==> src/design/alfl_pkg.sv <==
`timescale 1ns / 1ps

package alfl_pkg;

	// field widths
	localparam int CNT_W  = 16;
	localparam int GAIN_W = 7;
	localparam int INTG_W = 9;
	localparam int CFG_W  = 9;
	localparam int LUX_W  = 31;
	localparam int DEN_W  = GAIN_W + INTG_W;

	// Q.16 coefficients and the branch products
	localparam int COEF_W = 19;
	localparam int PROD_W = COEF_W + CNT_W;
	localparam int SUM_W  = PROD_W;
	localparam int COEF_SHIFT = 16;

	localparam logic [COEF_W-1:0] K1_C0 = 19'd116281;
	localparam logic [COEF_W-1:0] K1_C1 = 19'd72476;
	localparam logic [COEF_W-1:0] K2_C0 = 19'd280396;
	localparam logic [COEF_W-1:0] K2_C1 = 19'd128110;
	localparam logic [COEF_W-1:0] K3_C0 = 19'd388366;
	localparam logic [COEF_W-1:0] K3_C1 = 19'd7766;

	// scale of 100 ms over the integration time
	localparam int SCALE_W = 7;
	localparam logic [SCALE_W-1:0] TIME_SCALE = 7'd100;

	localparam logic [LUX_W-1:0] LUX_MAX = 31'd1610612735;

	// register indexes
	localparam logic REG_GAIN = 1'b0;
	localparam logic REG_INTG = 1'b1;

	localparam logic [GAIN_W-1:0] GAIN_RST = 7'd1;
	localparam logic [INTG_W-1:0] INTG_RST = 9'd100;

	typedef enum logic [2:0] {
		BAND_ZERO = 3'd0,
		BAND_LOW  = 3'd1,
		BAND_MID  = 3'd2,
		BAND_HIGH = 3'd3,
		BAND_DARK = 3'd4
	} band_t;

	typedef struct packed {
		band_t band;
		logic  nz;
	} item_tag_t;

	typedef struct packed {
		logic             sat;
		band_t            band;
		logic [DEN_W-1:0] rem;
		logic [LUX_W-1:0] word;
	} div_data_t;

endpackage

==> src/design/alfl_div_stage.sv <==
`timescale 1ns / 1ps

module alfl_div_stage (
	input  logic                        clk,
	input  logic                        arst_n,
	input  logic                        adv,
	input  logic [alfl_pkg::DEN_W-1:0]  den,
	input  logic                        in_v,
	input  alfl_pkg::div_data_t         in_d,
	output logic                        out_v,
	output alfl_pkg::div_data_t         out_d
);

	localparam int W = alfl_pkg::LUX_W;

	logic [alfl_pkg::DEN_W:0] shifted, trial;
	logic                     ge;
	alfl_pkg::div_data_t      nxt;

	// one restoring step: bring down the next dividend bit, try subtract;
	// a zero divisor yields a zero quotient, saturation covers nonzero sums
	always_comb begin
		shifted  = {in_d.rem, in_d.word[W-1]};
		trial    = shifted - {1'b0, den};
		ge       = (den != '0) && (shifted >= {1'b0, den});
		nxt      = in_d;
		nxt.rem  = ge ? trial[alfl_pkg::DEN_W-1:0] : shifted[alfl_pkg::DEN_W-1:0];
		nxt.word = {in_d.word[W-2:0], ge};
	end

	always_ff @(posedge clk or negedge arst_n) begin
		if (!arst_n) begin
			out_v <= 1'b0;
		end else if (adv) begin
			out_v <= in_v;
		end
	end

	always_ff @(posedge clk) begin
		if (adv) begin
			out_d <= nxt;
		end
	end

endmodule

==> config.mk <==
export PLATFORM = sky130hd
export DESIGN_NAME = alfl_div_stage
export DESIGN_NICKNAME = d
export VERILOG_FILES = /design/src/design/alfl_pkg.sv /design/src/design/alfl_div_stage.sv
export SDC_FILE = /design/constraint.sdc
export NUM_CORES = 1
export LEC_CHECK = 0
export ABC_CLOCK_PERIOD_IN_PS = 800
export BUFFER_PORTS_ARGS = -buffer_cell sky130_fd_sc_hd__buf_4
export CAP_MARGIN = 20
export CORE_MARGIN = 1.5
export CORE_UTILIZATION = 43
export DETAILED_ROUTE_END_ITERATION = 10
export PLACE_DENSITY_LB_ADDON = 0.2
export RECOVER_POWER = 25
export SLEW_MARGIN = 20
export SYNTH_ARGS = -nofsm -noshare
export SYNTH_HDL_FRONTEND = slang
export SYNTH_SLANG_ARGS = --single-unit
==> constraint.sdc <==
create_clock -name clk -period 0.8 [get_ports clk]
set_input_delay 0.16 -clock clk [delete_from_list [all_inputs] [get_ports clk]]
set_output_delay 0.16 -clock clk [all_outputs]
set_load 0.01 [all_outputs]
After elaboration in Yosys (flattened, before gate mapping)
Index checks and enable logic that the tools add are counted.
- register bits after elaboration: 52
- bits of input ports: 71
- output and inout bits: 52
- add/subtract/negate cells: 1
- magnitude comparators: 1
- mux-type cells: 1
- reductions and logical operators: 2
- operator list (cell ; number):
    >= comparator 17 x 16 -> 1 bit ; 1
    two-way mux 16 bit ; 1
    nonzero test 16 bit ; 1
    subtractor 16 bit ; 1
    logical AND 1 bit ; 1

Longest topological paths before layout
- depth in word-level cells: 3
- mapped depth: 10
- gate-level depth less buffers: 9

Worst setup path before layout
OpenSTA, ideal clock, no wires.
- path type: input to register
- start: input port den[4] (netlist bit)
- end: register out_d[40] (netlist bit), data pin
- library setup time: 0.260 ns
- arrival time: 2.057 ns
- required time: 0.540 ns
- path slack: -1.517 ns
- stages on the path: 9
- buffers on the path: 1
- cells stage by stage: inv_1 > ha_1 > and2_4 > or2_4 > o31ai_4 > a211oi_2 > o21ai_4 > buf_12 > mux2_4
- RTL lines (what ; line ; text):
    start: declaration ; alfl_div_stage.sv:7 ; input logic [alfl_pkg::DEN_W-1:0] den,
    end signal: assignment ; alfl_div_stage.sv:41 ; out_d <= nxt;
    end: declaration ; alfl_div_stage.sv:11 ; output alfl_pkg::div_data_t out_d

==> metrics <==
Port Buf Inserts=roughly 120; VDD IR max=~1100 uV; clk_lat worst skew=0.31 ns; Crit path arrival time=~2 ns; Worst-Margin Slew=0.365 ns; Post-synth EDFFs=51; YS warnings=0; Avg Inst Size Synth=about 13 sq um; Final setup viols=between 60 and 70; crit start category=input port; routed vias/inst=5.08; Synth-to-Final Area Change=73.3%; Syn Nets=~310; Final #Nets=slightly above 500; All-Layer GR Usage=around 23%; RSZ-0062 raised after global routing=true; Reg clk slew, reported paths=0.10 ns; Remaining DRCs=0; post-synthesis sequential area ratio=54.4%; share of post-route cells with drive strength above 1=about three fifths; core area=between 6000 and 7000 sq um; net load switching power=0.00223 W; status=finished with violations; Finished Layout Cells=500; worst slack, placed=-1.57 ns; RD Place Congestion=around 0.86; CP Max Fanout=11; cells after synthesis=roughly 220; final design utilization=77.7%; Hold WC Path Type=in2reg; number of distinct library cells after synthesis=51; global route overflow=0; min cycle time layout=1.93 ns; average wire per cell in the routed design=16.6 um; die area=slightly above 7000 sq um; simple-gate share of the synthesized area=about 9%; sequential share of power=roughly 44%; Routed Antenna Nets=0; Hold Fails Final Rpt=0; fraction of the mapped netlist area in compound gates=12.8%; Leak=2.21 nW; Max Fclk=~0.52 GHz; fin crit share=241%; CTS tree=yes; PnR worst setup slack=-1.13 ns; Die H=~85 um; power share of the combinational group=a little over a third; maxcap violations=0; placed cells=480; failing checks=negative setup slack; Syn Std Cell Area=2860 sq um; Final Skew=0 ns; post-synthesis mux area share=~7.7%; DR vias=~2500; Rows=29; htree depth=2; placed inst area=between 4000 and 5000 sq um; Async SR Flop Fraction=1.92%; worst hold start=in_d[25]; Initial Utilization=between 40% and 50%; top_reg_cell synth=edfxtp_1; Synth area leaders=edfxtp_1 53%, ha_1 7.0%, mux2_2 3.5%, xnor2_1 3.4%, mux2_4 3.1%; RR Startpoint=out_v$_DFFE_PN0P_; required time worst endpoint=a little under 0.9 ns; CTS buffer count=5; Synth area leader=edfxtp_1; CTS sink cnt=between 50 and 60; final wirelength=around 8.3 mm; Starting DRT DRC Count=88; Detailed Routing Iterations Pass 1=4; Root Driver=clkbuf_8; Final HPWL DP=slightly above 6 mm; worst rel slew slack=about three quarters; Clock Power Share=slightly below 20%; vias in the first global route=2650; first-pass GRT wire length=12.8 mm; Synth top area share=53.5%; Diodes inserted=0; crit path kind=in2reg; antenna violations before repair=0; Sw Ratio=around 28%; CTS max path bufs=2; CP endpoint kind=flop; Int Power=around 0.0058 W; largest family of logic cells by synthesized area=compound AO/OA/AOI/OAI gates; P per Cell Area=roughly 1600 nW/um^2; area share of xor/xnor cells in the synthesized design=just under 4%; Seq cells post-synth=52; Design Area, Final=a little under 5000 sq um; largest net degree at the start of global routing=19; Critical Path Start=in_d[34]; Adder-Cell Fraction of Synth Area=approximately 7.7%; pins over their slew limit=0; DIE WIDTH=84.6 um; # IOs=~120
cell usage in the layout, fill, tap and decap left out, types with 2 or more instances in the layout:
| master | netlist | layout |
|---|---|---|
| a211oi_1 | 3 | 2 |
| a211oi_4 | 1 | 2 |
| a21o_1 | 5 | 5 |
| a21oi_1 | 11 | 10 |
| buf_12 | 1 | 2 |
| buf_4 | 1 | 116 |
| buf_6 | 2 | 55 |
| buf_8 | 0 | 2 |
| clkbuf_4 | 0 | 21 |
| clkbuf_8 | 0 | 5 |
| dlygate4sd3_1 | 0 | 4 |
| edfxtp_1 | 51 | 51 |
| ha_1 | 16 | 7 |
| ha_4 | 0 | 8 |
| inv_1 | 20 | 17 |
| inv_4 | 0 | 2 |
| mux2_2 | 9 | 2 |
| mux2_4 | 6 | 13 |
| mux2i_1 | 3 | 2 |
| nand2_1 | 13 | 12 |
| nand2b_1 | 3 | 2 |
| nand3_1 | 2 | 2 |
| nand4_1 | 3 | 3 |
| nor2_1 | 9 | 7 |
| nor2_2 | 1 | 3 |
| nor3_1 | 2 | 2 |
| nor4_1 | 5 | 4 |
| o21a_1 | 2 | 2 |
| o21ai_0 | 5 | 5 |
| o21bai_1 | 4 | 4 |
| o311a_1 | 3 | 3 |
| o311ai_1 | 0 | 2 |
| or2_4 | 1 | 2 |
| xnor2_1 | 11 | 11 |
| xor2_1 | 2 | 2 |
flip-flops by register name, indices dropped and copies added (netlist names):
| signal | cells |
|---|---|
| out_d | 51 |
| out_v | 1 |
cells in the mapped netlist, drive strengths merged (2+ instances only):
| library cell | count |
|---|---|
| nand3 | 2 |
| o311ai | 2 |
| nor2 | 10 |
| o21a | 2 |
| mux2i | 3 |
| edfxtp | 51 |
| a21oi | 11 |
| nor3 | 2 |
| buf | 4 |
| or2 | 3 |
| a21o | 6 |
| nand2 | 13 |
| mux2 | 15 |
| ha | 16 |
| a211oi | 5 |
| inv | 20 |
| xor2 | 2 |
| xnor2 | 11 |
| o21ai | 6 |
| o311a | 3 |
| o21bai | 4 |
| nor4 | 5 |
| nand2b | 3 |
| nand4 | 3 |
final cells by class:
cell class | count | area (sq um)
Tap cell | 77 | 96.3
Timing Repair Buffer | 200 | 1760
Sequential cell | 52 | 1560
Clock inverter | 3 | 27.5
Inverter | 20 | 80.1
Fill cell | 391 | 1430
Clock buffer | 5 | 68.8
Multi-Input combinational cell | 143 | 1370
cells by family (layout without fill, tap and decap cells):
kind of cell / after synthesis / after routing
compound gates: 46 / 46
mux: 18 / 18
flops: 52 / 52
buf+inv: 24 / 228
xor+xnor: 13 / 13
fa+ha+maj: 17 / 17
simple gates: 49 / 49
what timing repair did:
action / in CTS / in global routing
gates resized for setup: 53 / 36
endpoints found under the setup margin: 69 / 69
pin swaps: 3 / 6
hold buffers: 1 / 3
endpoints found under the hold margin: 1 / 3
setup buffers: 8 / 1
routing by layer:
metal  routed length, um  vias up  global-route usage [%]
met5                   0        -                       0
met4                 169        0                    7.18
met3                 462       13                    4.23
met2                4360       96                    41.5
met1                3320     1195                    26.8
li1                    -     1235                       -
critical path, cell delays in order:
cell	delay (ns)
buf_8	0.10
ha_4	0.25
and2_4	0.14
or2_4	0.26
o31ai_4	0.29
a211oi_4	0.12
o21ai_4	0.20
buf_12	0.17
mux2_4	0.31
worst paths after layout:
check | slack, ns | cells past startpoint | endpoint
setup / recovery | -1.13 | 9 | out_d[37]$_DFFE_PP_
hold / removal | 0.02 | 1 | out_d[26]$_DFFE_PP_
setup reg to reg | 0.02 | 1 | out_v$_DFFE_PN0P_
hold reg to reg | 0.56 | 1 | out_v$_DFFE_PN0P_
max in group asynchronous | 0.55 | 2 | out_v$_DFFE_PN0P_
min in group asynchronous | 0.17 | 2 | out_v$_DFFE_PN0P_
power by group through the flow:
stage	registers, W	clock network (W)	logic, W
final	0.00348	0.00158	0.00292
after detailed placement	0.00348	0	0.00250
after global placement	0.00347	0	0.00246
after floorplan	0.00363	0	0.00104
after global routing	0.00350	0.00173	0.00313
after CTS	0.00344	0.00163	0.00279
metrics by stage:
stage	power [W]	hold WS (ns)	TNS [ns]
floorplan	0.00467	-0.136	-21.64
global placement	0.00593	-0.0645	-25.62
detailed placement	0.00597	-0.0632	-26.20
CTS	0.00787	0.00810	-29.16
global route	0.00837	0.0105	-31.72
finish	0.00798	0.0186	-29.10
(Power assumes the default switching activity.)
