--- config.mk ---
export PLATFORM = sky130hd
export DESIGN_NAME = alfl_front
export DESIGN_NICKNAME = d
export VERILOG_FILES = /design/src/design/alfl_pkg.sv /design/src/design/alfl_front.sv
export SDC_FILE = /design/constraint.sdc
export NUM_CORES = 2
export LEC_CHECK = 0
export ABC_CLOCK_PERIOD_IN_PS = 8300
export BUFFER_PORTS_ARGS = -buffer_cell sky130_fd_sc_hd__buf_4
export CAP_MARGIN = 0
export CORE_ASPECT_RATIO = 0.5
export CORE_MARGIN = 5
export CORE_UTILIZATION = 40
export CTS_CLUSTER_DIAMETER = 40
export DETAILED_ROUTE_END_ITERATION = 10
export HOLD_SLACK_MARGIN = 0.08
export PLACE_DENSITY_LB_ADDON = 0.3
export REMOVE_ABC_BUFFERS = 1
export SLEW_MARGIN = 10
export SYNTH_ARGS = -nofsm -noshare
export SYNTH_HDL_FRONTEND = slang
export SYNTH_SLANG_ARGS = --single-unit
--- constraint.sdc ---
create_clock -name clk -period 8.3 [get_ports clk]
set_input_delay 0 -clock clk [delete_from_list [all_inputs] [get_ports clk]]
set_output_delay 0 -clock clk [all_outputs]
set_load 0.02 [all_outputs]
--- src/design/alfl_pkg.sv ---
`timescale 1ns / 1ps

package alfl_pkg;

	// field widths
	localparam int CNT_W  = 16;
	localparam int GAIN_W = 7;
	localparam int INTG_W = 9;
	localparam int CFG_W  = 9;
	localparam int LUX_W  = 31;
	localparam int DEN_W  = GAIN_W + INTG_W;

	// Q.16 coefficients and the branch products
	localparam int COEF_W = 19;
	localparam int PROD_W = COEF_W + CNT_W;
	localparam int SUM_W  = PROD_W;
	localparam int COEF_SHIFT = 16;

	localparam logic [COEF_W-1:0] K1_C0 = 19'd116281;
	localparam logic [COEF_W-1:0] K1_C1 = 19'd72476;
	localparam logic [COEF_W-1:0] K2_C0 = 19'd280396;
	localparam logic [COEF_W-1:0] K2_C1 = 19'd128110;
	localparam logic [COEF_W-1:0] K3_C0 = 19'd388366;
	localparam logic [COEF_W-1:0] K3_C1 = 19'd7766;

	// scale of 100 ms over the integration time
	localparam int SCALE_W = 7;
	localparam logic [SCALE_W-1:0] TIME_SCALE = 7'd100;

	localparam logic [LUX_W-1:0] LUX_MAX = 31'd1610612735;

	// register indexes
	localparam logic REG_GAIN = 1'b0;
	localparam logic REG_INTG = 1'b1;

	localparam logic [GAIN_W-1:0] GAIN_RST = 7'd1;
	localparam logic [INTG_W-1:0] INTG_RST = 9'd100;

	typedef enum logic [2:0] {
		BAND_ZERO = 3'd0,
		BAND_LOW  = 3'd1,
		BAND_MID  = 3'd2,
		BAND_HIGH = 3'd3,
		BAND_DARK = 3'd4
	} band_t;

	typedef struct packed {
		band_t band;
		logic  nz;
	} item_tag_t;

	typedef struct packed {
		logic             sat;
		band_t            band;
		logic [DEN_W-1:0] rem;
		logic [LUX_W-1:0] word;
	} div_data_t;

endpackage

--- src/design/alfl_front.sv ---
`timescale 1ns / 1ps

module alfl_front #(
	parameter int FRAC_BITS = 12,
	parameter int NW        = 26 + FRAC_BITS
) (
	input  logic                          clk,
	input  logic                          arst_n,
	input  logic                          adv,
	input  logic                          in_take,
	input  logic [alfl_pkg::CNT_W-1:0]    c0,
	input  logic [alfl_pkg::CNT_W-1:0]    c1,
	output logic                          out_v,
	output alfl_pkg::item_tag_t           out_tag,
	output logic [NW-1:0]                 out_n
);

	localparam int TOT_W = alfl_pkg::CNT_W + 1;
	localparam int CMP_W = TOT_W + 7;
	localparam int SC_W  = alfl_pkg::SUM_W + alfl_pkg::SCALE_W;

	// stage 1: ratio band by cross-multiplication
	logic [TOT_W-1:0] tot;
	logic [CMP_W-1:0] c1x100, tot45, tot64, tot85;
	alfl_pkg::band_t  band_c;

	always_comb begin
		tot    = TOT_W'(c0) + TOT_W'(c1);
		c1x100 = CMP_W'(c1) * CMP_W'(100);
		tot45  = CMP_W'(tot) * CMP_W'(45);
		tot64  = CMP_W'(tot) * CMP_W'(64);
		tot85  = CMP_W'(tot) * CMP_W'(85);
		if (tot == '0) begin
			band_c = alfl_pkg::BAND_ZERO;
		end else if (c1x100 < tot45) begin
			band_c = alfl_pkg::BAND_LOW;
		end else if (c1x100 < tot64) begin
			band_c = alfl_pkg::BAND_MID;
		end else if (c1x100 < tot85) begin
			band_c = alfl_pkg::BAND_HIGH;
		end else begin
			band_c = alfl_pkg::BAND_DARK;
		end
	end

	logic                         v_s1, v_s2, v_s3, v_s4;
	logic [alfl_pkg::CNT_W-1:0]   c0_s1, c1_s1;
	alfl_pkg::band_t              band_s1, band_s2, band_s3;

	// stage 2: coefficient products
	logic [alfl_pkg::COEF_W-1:0]  k0, k1;
	logic                         neg;
	logic [alfl_pkg::PROD_W-1:0]  p0_s2, p1_s2;
	logic                         neg_s2;

	always_comb begin
		case (band_s1)
			alfl_pkg::BAND_LOW: begin
				k0 = alfl_pkg::K1_C0; k1 = alfl_pkg::K1_C1; neg = 1'b0;
			end
			alfl_pkg::BAND_MID: begin
				k0 = alfl_pkg::K2_C0; k1 = alfl_pkg::K2_C1; neg = 1'b1;
			end
			alfl_pkg::BAND_HIGH: begin
				k0 = alfl_pkg::K3_C0; k1 = alfl_pkg::K3_C1; neg = 1'b1;
			end
			default: begin
				k0 = '0; k1 = '0; neg = 1'b0;
			end
		endcase
	end

	// stage 3: branch sum, clamp negative to zero
	logic [alfl_pkg::SUM_W:0]     diff;
	logic [alfl_pkg::SUM_W-1:0]   sum_s3;

	always_comb begin
		if (neg_s2) begin
			diff = {1'b0, p0_s2} - {1'b0, p1_s2};
		end else begin
			diff = {1'b0, p0_s2} + {1'b0, p1_s2};
		end
	end

	// stage 4: apply 100 ms scale and fraction bits
	logic [SC_W-1:0] scaled;
	assign scaled = SC_W'(sum_s3) * SC_W'(alfl_pkg::TIME_SCALE);

	always_ff @(posedge clk or negedge arst_n) begin
		if (!arst_n) begin
			v_s1  <= 1'b0;
			v_s2  <= 1'b0;
			v_s3  <= 1'b0;
			v_s4  <= 1'b0;
		end else if (adv) begin
			v_s1  <= in_take;
			v_s2  <= v_s1;
			v_s3  <= v_s2;
			v_s4  <= v_s3;
		end
	end

	always_ff @(posedge clk) begin
		if (adv) begin
			c0_s1        <= c0;
			c1_s1        <= c1;
			band_s1      <= band_c;
			p0_s2        <= alfl_pkg::PROD_W'(k0) * alfl_pkg::PROD_W'(c0_s1);
			p1_s2        <= alfl_pkg::PROD_W'(k1) * alfl_pkg::PROD_W'(c1_s1);
			neg_s2       <= neg;
			band_s2      <= band_s1;
			sum_s3       <= diff[alfl_pkg::SUM_W] ? '0 : diff[alfl_pkg::SUM_W-1:0];
			band_s3      <= band_s2;
			out_n        <= scaled[SC_W-1 -: NW];
			out_tag.nz   <= (sum_s3 != '0);
			out_tag.band <= band_s3;
		end
	end

	assign out_v = v_s4;

endmodule

# --- Yosys cells after proc, flatten, opt, wreduce, memory -nomap -nowiden ---
# Index checks and enable logic that the tools add are counted.
op_classes:
  bitwise_logic: 0
  n_addsub: 3
  reduce_logical: 5
  mul: 6
  shift: 0
  muxes: 7
  n_eq_ne: 3
  magnitude_cmp: 3
  div: 0
op_table:
  columns: ["op", "count"]
  rows:
  - ["$mul A19 B16 Y35", 2]
  - ["$pmux W19 S3", 1]
  - ["$pmux W17 S3", 1]
  - ["$lt A23 B23 Y1", 2]
  - ["$mul A35 B5 Y40 const B", 1]
  - ["$add A35 B35 Y36", 1]
  - ["$mux W36", 1]
  - ["$sub A35 B35 Y36", 1]
  - ["$reduce_bool A35 Y1", 1]
  - ["$lt A23 B24 Y1", 1]
  - ["$mul A17 B7 Y24 const B", 1]
  - ["$mul A17 B6 Y23 const B", 1]
  - ["$mul A16 B5 Y21 const B", 1]
  - ["$add A16 B16 Y17", 1]
  - ["$logic_not A17 Y1", 1]
  - ["$eq A3 B2 Y1 const B", 2]
  - ["$reduce_or A2 Y1", 2]
  - ["$eq A3 B1 Y1 const B", 1]
  - ["$mux W3", 1]
  - ["$reduce_or A3 Y1", 1]
  - ["$mux W1", 2]
  - ["$mux W2", 1]
totals:
  latchBits: 0
  rom_bits: 0
  wordCells: 45
  output_inout_bits: 43
  ramBits: 0
  ff_bits: 193
  mem_count: 0

# --- Logic depth before layout (Yosys ltp) ---
logic_depth:
  depth_word: 6
  ltp_mapped: 36
  mapped_depth_nobuf: 36

# --- Worst setup path before layout ---
# No wires, ideal clock.
synth_path:
  path_kind: "reg2reg"
  from: "register band_s1[1]"
  to: "register p0_s2[31] (netlist bit), data pin"
  arrival_ns: 6.958
  setup_ns: 0.260
  path_buffers: 4
  slack_ns: 1.082
  stages_incl_launch_ff: 31
  required_ns: 8.040
  period_less_slack_ns: 7.218
  cell_sequence: "edfxtp_1 > clkbuf_1 > nor2b_1 > clkbuf_1 > clkbuf_1 > nand2_1 > inv_1 > nand2_1 > inv_1 > ha_1 > fa_1 > inv_1 > fa_1 > inv_1 > fa_1 > inv_1 > fa_1 > fa_1 > inv_1 > ha_1 > buf_6 > a21o_1 > a21o_1 > a21oi_2 > nor3b_2 > a21oi_2 > o221a_4 > a221o_2 > a211o_1 > a21oi_2 > xnor2_1"
synth_via:
  elab_chain_cells: 3
  elab_cells_between_ends: 5
synth_rtl:
  columns: ["element", "line", "source"]
  rows:
  - ["from (decl)", "alfl_front.sv:48", "alfl_pkg::band_t band_s1, band_s2, band_s3;"]
  - ["from (signal assigned)", "alfl_front.sv:107", "band_s1 <= band_c;"]
  - ["$eq A3 B2 Y1 or $eq A3 B1 Y1 (tied branches)", "alfl_front.sv:57", "case (band_s1)"]
  - ["$pmux W19 S3 (*)", "alfl_front.sv:57", null]
  - ["$mul A19 B16 Y35 (*)", "alfl_front.sv:108", "p0_s2 <= alfl_pkg::PROD_W'(k0) * alfl_pkg::PROD_W'(c0_s1);"]
  - ["to (signal assigned)", "alfl_front.sv:108", null]
  - ["to (decl)", "alfl_front.sv:53", "logic [alfl_pkg::PROD_W-1:0] p0_s2, p1_s2;"]
# Every way passes the cells marked *; elsewhere a longest branch is shown, timed or not.
# A chain may end at the register's enable or synchronous reset.

# --- Final worst setup path ---
layout_path:
  from: "input c0[0] (netlist bit)"
  to: "register band_s1[1], data pin"
layout_via:
  elab_chain_cells: 5
  elab_cells_between_ends: 10
layout_rtl:
  columns: ["element", "line", "source"]
  rows:
  - ["from (decl)", "alfl_front.sv:11", "input logic [alfl_pkg::CNT_W-1:0] c0,"]
  - ["$add A16 B16 Y17 (*)", "alfl_front.sv:28", "tot = TOT_W'(c0) + TOT_W'(c1);"]
  - ["$mul A17 B7 Y24", "alfl_front.sv:32", "tot85 = CMP_W'(tot) * CMP_W'(85);"]
  - ["$lt A23 B24 Y1", "alfl_front.sv:39", "end else if (c1x100 < tot85) begin"]
  - ["$mux W3", "alfl_front.sv:39", null]
  - ["$mux W2", "alfl_front.sv:37", "end else if (c1x100 < tot64) begin"]
# Marked as above.

==> results.yml <==
die:
  die_x_um: 431.5
  io_pins: 79
  die_height_um: 220.8
  coreArea_sq_um: 88250
  die_area_sq_um: 95260
  start_util: 0.4027
  rows: 77
grt:
  overflow: 0
  grt_pass1_wl_um: 140300
  track_usage: 0.1871
  grt_pass1_vias: 26260
  antenna_found_initial: 0
  grt_max_degree: 88
critical_path:
  slowest_delay_ns: 0.55
  crit_family: "adder cells"
  crit_top_cell: "ha_1"
  cp.required_ns: 8.52
  worst_setup_path_end_kind: "flop"
  startpoint_type: "primary input"
  cp_slowest_cell: "dlygate4sd3_1"
  crit_path_max_fanout: 6
  cp_num_buf_inv: 6
  path_class: "in2reg"
  arrival_ns: 8.04
route:
  antenna_left: 0
  drtIter0Drc: 1246
  routed-via-count: 24795
  via_per_inst: 4.962
  postRouteWirelength_um: 86050
  wl_per_cell_um: 17.22
  drt-pass1-iter-count: 5
  drc: 0
yosys:
  synth_edf_count: 188
  synth_area_sq_um: 35530
  synthesis.instances: 3681
  ys_top_cells_by_count: "inv_1, ha_1, fa_1"
  synth-main-ff-cell: "edfxtp_1"
  ys_ff_latch: 192
  synth_top_area_share: 0.2586
  synth_area_leaders: "fa_1, ha_1, edfxtp_1"
  synthArstFlopShare: 0.02083
  yosysWarnings: 0
  avgSynthCellArea_sq_um: 9.653
  synth_top_area_cell: "fa_1"
  synth_most_common_cell: "inv_1"
  synth-seq-area-share: 0.1617
  synth_cell_types: 87
cells_and_area:
  fin_nets: 4940
  fin_cells: 4997
  drive_gt1_frac: 0.05010
  area_growth_pct: 8.532
  antenna_cells: 0
clock_tree:
  cts_tree: "yes"
  clk-insertion-delay-late_ns: 0.49
  cts_num_sinks: 192
  cts_setup_buffers: 0
  clk_pin_slew_ns: 0.07
  cts_root_buf: "clkbuf_16"
  htreeDepth: 4
  cts_buffers: 17
  clockBufferDepth: 2
worst_hold_path:
  hold_class: "in2reg"
place:
  dpl.cell_count: 4930
  hpwlAfterDp_um: 76070
  gp_congestion: 0.9534
  port_buffers: 78
timing:
  slew_violations: 0
  skew_ns: 0.01895
  period_needed_ns: 7.820
  slew_headroom: 0.2637
  rsz0062_at_grt: "false"
  hold_violations: 0
  worst_slew_pin_slew_ns: 1.104
  setup_viol: 0
  max_freq_mhz: 127.9
  timing.final.crit_share: 0.9422
job:
  drv_cap: 0
status:
  status: "completed"
==> flip-flops by register name (all words and copies together), names as in the netlist, 3 cells and up <==
signal / cells
band_s1: 3
out_tag: 4
out_n: 38
band_s3: 3
c1_s1: 16
p0_s2: 35
sum_s3: 35
p1_s2: 34
band_s2: 3
c0_s1: 16
==> worst paths after layout <==
kind                                           from                  endpoint  slack [ns]  depth (start not counted)
hold / removal                                  adv       out_n[24]$_DFFE_PP_        0.19                          1
min in group asynchronous                    arst_n         out_v$_DFFE_PN0P_        0.42                          3
max in group asynchronous                    arst_n          v_s2$_DFFE_PN0P_        7.71                          3
hold reg to reg                band_s3[2]$_DFFE_PP_      out_tag[3]$_DFFE_PP_        0.42                          0
setup reg to reg           band_s1[1]$_SDFFCE_PP0P_       p0_s2[32]$_DFFE_PP_        0.62                         24
setup / recovery                              c0[0]  band_s1[1]$_SDFFCE_PP0P_        0.48                         33
==> worst register-to-register path, stage by stage (launching register included) <==
cell	delay, ns
edfxtp_1	0.40
buf_4	0.25
nor2b_1	0.44
or2_2	0.38
nand2_1	0.15
inv_1	0.15
fa_1	0.44
fa_1	0.55
inv_1	0.05
fa_1	0.53
fa_1	0.52
fa_1	0.55
inv_1	0.05
fa_1	0.48
ha_1	0.41
a21o_1	0.21
a21oi_1	0.17
o21ai_0	0.11
o41ai_1	0.40
o22ai_1	0.15
a311oi_1	0.33
o21ai_0	0.18
nor4_1	0.24
nor3_1	0.12
xor2_1	0.15
==> area by class of cell <==
type	instances	area, sq um
clock buffers	22	464.2
clock inverters	10	125.1
fillers	8595	49680
inverters	894	3356
multi-input cells	2561	26290
flip-flops and latches	192	5746
well taps	1185	1483
repair buffers	133	1105
==> layer usage <==
metal | track usage | wire [um] | share of wire | up-vias
met2 | 0.3114 | 38880 | 0.45 | 394
met1 | 0.2608 | 42060 | 0.49 | 12096
met5 | 0 | 0 | 0 | -
met3 | 0.03050 | 3824 | 0.044 | 64
li1 | - | - | - | 12241
met4 | 0.03604 | 1285 | 0.015 | 0
==> cell families after synthesis <==
family | count (synthesis) | synth area share
simple gates | 664 | 0.09246
mux | 7 | 0.002148
flops | 192 | 0.1617
buf+inv | 928 | 0.09887
compound gates | 567 | 0.1045
fa+ha+maj | 1105 | 0.4861
xor+xnor | 218 | 0.05426
==> timing repair <==
item                                    CTS  global route
resized for setup                         0             1
endpoints found under the hold margin    37             0
endpoints found under the setup margin    0             1
hold buffers                             35             0
==> placed cells by master, fill, tap and decap left out, types with 31 or more instances in the layout <==
cell | netlist | layout
nor2_1 | 169 | 169
a21o_1 | 93 | 93
a21oi_1 | 175 | 175
o21ai_0 | 86 | 86
inv_1 | 893 | 893
edfxtp_1 | 188 | 188
nor2b_1 | 37 | 35
xor2_1 | 78 | 78
ha_1 | 646 | 646
fa_1 | 459 | 459
and2_1 | 63 | 63
dlygate4sd3_1 | 0 | 35
buf_4 | 0 | 96
nand3_1 | 34 | 34
nand2b_1 | 31 | 31
nor3_1 | 44 | 44
o21bai_1 | 34 | 34
nand2_1 | 167 | 167
xnor2_1 | 139 | 138
==> per-stage QoR <==
step | instance area (sq um) | utilization | hold WS, ns | setup WS [ns] | setup TNS [ns]
after detailed placement | 37620 | 0.4263 | -0.1998 | 0.5572 | 0
final | 38570 | 0.4370 | 0.1912 | 0.4798 | 0
after global routing | 38570 | 0.4370 | 0.2310 | 0.01280 | 0
after global placement | 37620 | 0.4263 | -0.2030 | 0.7197 | 0
after CTS | 38560 | 0.4369 | 0.1964 | 0.5340 | 0
after floorplan | 35380 | - | -0.2956 | -0.3192 | -2.907
Power is not shown: default switching activity piles up to over one toggle a cycle in this logic, so the estimate is an artifact.
